## src/rtl/core/hpb_pkg.sv

```systemverilog
`timescale 1ns / 1ps
// package: shared types, constants and controller states for the percentile bounds core
package hpb_pkg;
    localparam int BIN_COUNT  = 256;
    localparam int BIN_W      = 8;
    localparam int CNT_W      = 23;
    localparam int SUM_W      = 25;
    localparam logic [CNT_W-1:0] COUNT_CAP = 23'd4194304;

    localparam logic CFG_COLOR_MODE = 1'b0;
    localparam logic CFG_CLIP_COUNT = 1'b1;

    typedef struct packed {
        logic [7:0] red;
        logic [7:0] green;
        logic [7:0] blue;
        logic       last_pixel;
    } pixel_t;

    typedef struct packed {
        logic [7:0] low_level;
        logic [7:0] high_level;
        logic       single_color;
        logic       bound_missing;
    } result_t;

    typedef enum logic [2:0] {
        ST_CLEAR,
        ST_ACCUM,
        ST_SETTLE,
        ST_SCAN,
        ST_DRAIN,
        ST_FINISH
    } state_t;

    // controller to datapath
    typedef struct packed {
        logic count_en;
        logic scan_start;
        logic scan_en;
        logic clear_en;
        logic [BIN_W-1:0] addr;
        logic finish;
    } hpb_cmd_t;
endpackage

```

## src/rtl/core/hpb_ctrl.sv

```systemverilog
`timescale 1ns / 1ps
// controller: clearing pass, pixel accumulation, scan and result hand-off
module hpb_ctrl (
    input  logic                     clk,
    input  logic                     rst_n,
    input  logic                     in_valid,
    input  logic                     in_last,
    input  logic                     out_stall,
    output logic                     in_stall,
    output logic                     out_valid,
    output hpb_pkg::hpb_cmd_t        cmd
);
    hpb_pkg::state_t state_reg, state_next;
    logic [hpb_pkg::BIN_W-1:0] addr_reg, addr_next;
    logic out_valid_reg, out_valid_next;

    assign out_valid = out_valid_reg;

    // state register and result valid flag
    always_ff @(posedge clk or negedge rst_n)
    begin
        if (!rst_n)
        begin
            state_reg     <= hpb_pkg::ST_CLEAR;
            addr_reg      <= '0;
            out_valid_reg <= 1'b0;
        end
        else
        begin
            state_reg     <= state_next;
            addr_reg      <= addr_next;
            out_valid_reg <= out_valid_next;
        end
    end

    // next state and commands
    always_comb
    begin
        state_next     = state_reg;
        addr_next      = addr_reg;
        in_stall       = 1'b1;
        out_valid_next = out_valid_reg && out_stall;
        cmd            = '0;
        cmd.addr       = addr_reg;
        case (state_reg)
            hpb_pkg::ST_CLEAR:
            begin
                cmd.clear_en = 1'b1;
                addr_next = addr_reg + 1'b1;
                if (addr_reg == hpb_pkg::BIN_W'(hpb_pkg::BIN_COUNT - 1))
                    state_next = hpb_pkg::ST_ACCUM;
            end
            hpb_pkg::ST_ACCUM:
            begin
                in_stall = 1'b0;
                cmd.count_en = in_valid;
                if (in_valid && in_last)
                begin
                    state_next = hpb_pkg::ST_SETTLE;
                    addr_next  = '0;
                end
            end
            // let the last pixel's count reach memory before bin 0 is read
            hpb_pkg::ST_SETTLE:
            begin
                state_next = hpb_pkg::ST_SCAN;
            end
            hpb_pkg::ST_SCAN:
            begin
                cmd.scan_en    = 1'b1;
                cmd.scan_start = (addr_reg == '0);
                addr_next = addr_reg + 1'b1;
                if (addr_reg == hpb_pkg::BIN_W'(hpb_pkg::BIN_COUNT - 1))
                    state_next = hpb_pkg::ST_DRAIN;
            end
            hpb_pkg::ST_DRAIN:
            begin
                state_next = hpb_pkg::ST_FINISH;
            end
            // load the output register once the previous result has left
            hpb_pkg::ST_FINISH:
            begin
                if (!out_valid_next)
                begin
                    cmd.finish     = 1'b1;
                    out_valid_next = 1'b1;
                    state_next     = hpb_pkg::ST_CLEAR;
                    addr_next      = '0;
                end
            end
            default:
            begin
                state_next = hpb_pkg::ST_CLEAR;
                addr_next  = '0;
            end
        endcase
    end
endmodule

```

## config.mk

```make
export PLATFORM = sky130hd
export DESIGN_NAME = hpb_ctrl
export DESIGN_NICKNAME = d
export VERILOG_FILES = /design/src/rtl/core/hpb_pkg.sv /design/src/rtl/core/hpb_ctrl.sv
export SDC_FILE = /design/constraint.sdc
export NUM_CORES = 1
export LEC_CHECK = 0
export BUFFER_PORTS_ARGS = -buffer_cell sky130_fd_sc_hd__buf_2
export CAP_MARGIN = 10
export CORE_MARGIN = 2
export CORE_UTILIZATION = 40
export DETAILED_ROUTE_END_ITERATION = 16
export RECOVER_POWER = 50
export SLEW_MARGIN = 0
export SYNTH_ARGS = -nofsm -noshare
export SYNTH_HDL_FRONTEND = slang
export SYNTH_SLANG_ARGS = --single-unit
```

## constraint.sdc

```tcl
create_clock -name clk -period 1.7 [get_ports clk]
set_clock_uncertainty 0.05 [all_clocks]
set_input_delay 0.34 -clock clk [delete_from_list [all_inputs] [get_ports clk]]
set_output_delay 0.34 -clock clk [all_outputs]
set_load 0.005 [all_outputs]
```

==> run metrics <==
H-Tree Level Count=1; PD cells=466 nW/um2; I/O pin count=20; post-synthesis sequential area ratio=0.394; gr usage total=0.187; clock latency at the later pin of the worst-skew pair=0.27 ns; Clock Tree Root=clkbuf_4; Reg clk slew, reported paths=0.07 ns; half-perimeter wire length after placement=1400 um; most frequent cells in the layout=buf_2 (17), dfrtp_1 (12), buf_4 (9), nand2_1 (8), and3_1 (6); M1 GR Usage=0.232; Final Setup Violations=1; drt first pass iters=4; Least-Margin Pin Slew=0.659 ns; number of buffers created by CTS=3; slowest cell on the critical path=dfrtp_1; crit path buf inv count=1; WL/cell=13.5 um; CTS sink count=12; Area Overhead vs Synth=33.7%; vias in the first global route=672; vias per cell=5.45; Post-Place Cell Area=950 um2; CP delay by family, top=simple AND/OR/NAND/NOR gates; largest net degree at the start of global routing=13; Yosys Warn Count=0; Synth cell types=37; clk buf depth=2; share of layout cells above drive strength 1=0.339; antenna diode count=0; max-slew violations=0; TNS Setup=-0.0751 ns; port buffer count=19; f_max=563 MHz; Hold Crit Class=primary input to register; Finished Layout Cells=140; antenna viol nets, final=0; Fin. Hold Viols=0; max FFs per register=8; Final Util=0.577; top cells by area, synth=dfrtp_1 (39%), and3_1 (4.9%), nand2_1 (3.9%), ha_1 (3.3%), nand3_1 (3.3%); CP Cell Sequence=nor2b_1 > and2_4 > nand2_1 > nor4_2 > buf_2; top-area cell type share of the netlist area=0.394; Final Critical Period=1.78 ns; Worst Path Max Fanout=3; syn nets=90; GR Layer Usage met2=0.311; design area=1020 um2; startpoint types=register; overall power=0.475 mW; number of DRC markers in iteration 0=11; Critical Path End Type=primary output; Synth Cell Area=762 um2; Synth Register Bits=12; Worst Path Arrival=1.39 ns; Max-Cap Viols=0; Post-Place Worst Slack=0.133 ns; Worst Setup Slack, final=-0.0751 ns; grt total ovfl=0; DIE HEIGHT=47.6 um; DRT Wirelength=1890 um; Residual DRC=0; status=complete, but fails checks; core outline area=1760 um2; dpl cells=135; Die ar.=2270 um2; Synth Instances=83; via count=763; Critical Path RT=1.31 ns; Row Count=15; leakage=0.537 nW; biggest area consumer among synthesized cells=dfrtp_1; RSZ-0062 raised after global routing=true; CP max stage delay=0.39 ns; Hold Slack=0.276 ns; die width=47.6 um; commonest non-fill, non-tap cell in the layout=buf_2; failing checks=setup timing; met3 GRT Util=0.0453; Starting Density=0.432; Worst Setup Path Type=register to primary output; period utilisation layout=1.04; wire length of the first global-routing pass=2880 um; Syn Area/Cell=9.18 um2; TritonCTS clock tree=yes; RD Place Congestion=0.807; Worst VDD drop=341 uV; Max-slew headroom=0.561; busiest layer in global routing=met2; initial antenna violation count=0; Net count, final=124
==> per-layer routing <==
| metal | vias up | routed length, um | part of all wire |
|---|---|---|---|
| li1 | 373 | - | - |
| met1 | 368 | 873 | 0.46 |
| met2 | 16 | 911 | 0.48 |
| met3 | 6 | 58 | 0.031 |
| met4 | 0 | 43 | 0.023 |
| met5 | - | 0 | 0 |
==> kinds of logic after synthesis <==
logic type	count (synthesis)	share of synthesized area
flip-flops	12	0.394
buffers and inverters	6	0.0427
multiplexers	1	0.0148
AND/OR/NAND/NOR	42	0.307
XOR/XNOR	2	0.0230
adder cells (fa/ha/maj)	2	0.0328
AO/OA/AOI/OAI	18	0.186
==> synthesized netlist by cell type <==
cell type and instances:
a211o_1 2, a21boi_1 1, a21o_1 2, a21oi_1 4, a221o_1 1, a221oi_2 1, a22o_1 1, a31oi_1 2
a41o_1 1, and2_0 1, and2_1 1, and2b_1 1, and3_1 6, buf_2 2, buf_6 1, dfrtp_1 12
ha_1 2, inv_1 3, mux2_2 1, nand2_1 8, nand2b_1 3, nand3_1 5, nand3b_1 1, nand4_1 1
nand4b_1 1, nor2_1 3, nor2b_1 3, nor3_1 4, nor4_1 1, nor4b_1 1, o211ai_1 1, o2bb2ai_1 1
o311ai_0 1, or2_4 1, or3_1 1, xnor2_1 1, xor2_1 1
==> worst register-to-register path, cell delays in order, from the launching register on <==
cell and delay (ns):
dfrtp_1 0.36, clkbuf_1 0.18, ha_1 0.18, and3_1 0.25, nand3_1 0.11, and3_1 0.20
a211o_1 0.22
==> final cells by class <==
cell class	instances	area (um2)
inverter	3	11.3
fill	190	746
multi-input combinational	65	457
clock buffer	3	22.5
tap	25	31.3
sequential	12	300
timing repair buffer	32	196
==> power breakdown <==
group / switching (mW) / total, mW / internal, mW
combinational: 0.00870 / 0.0135 / 0.00479
sequential: 0.0000000000000000713 / 0.285 / 0.285
clock: 0.0940 / 0.176 / 0.0821
==> timing repair <==
action	4_1_cts	5_1_grt
hold buffers	1	0
buffers inserted	2	0
gates resized for setup	2	6
pin swaps	0	1
hold endpoints to repair	12	0
gates cloned	0	0
setup endpoints to repair	2	4
==> final timing paths <==
| kind | startpoint | to | slack (ns) | depth (start not counted) |
|---|---|---|---|---|
| worst min register to register | out_valid$_DFF_PN0_ | out_valid$_DFF_PN0_ | 0.50 | 2 |
| worst max-delay path | state_reg[1]$_DFFE_PN0P_ | cmd[11] | -0.08 | 5 |
| max in group asynchronous | rst_n | addr_reg[6]$_DFFE_PN0P_ | 0.62 | 2 |
| min in group asynchronous | rst_n | addr_reg[5]$_DFFE_PN0P_ | 0.56 | 2 |
| worst max register to register | addr_reg[1]$_DFFE_PN0P_ | addr_reg[6]$_DFFE_PN0P_ | 0.04 | 6 |
| worst min-delay path | out_stall | out_valid$_DFF_PN0_ | 0.28 | 3 |
Note: power is estimated with default switching activity, not from simulation.
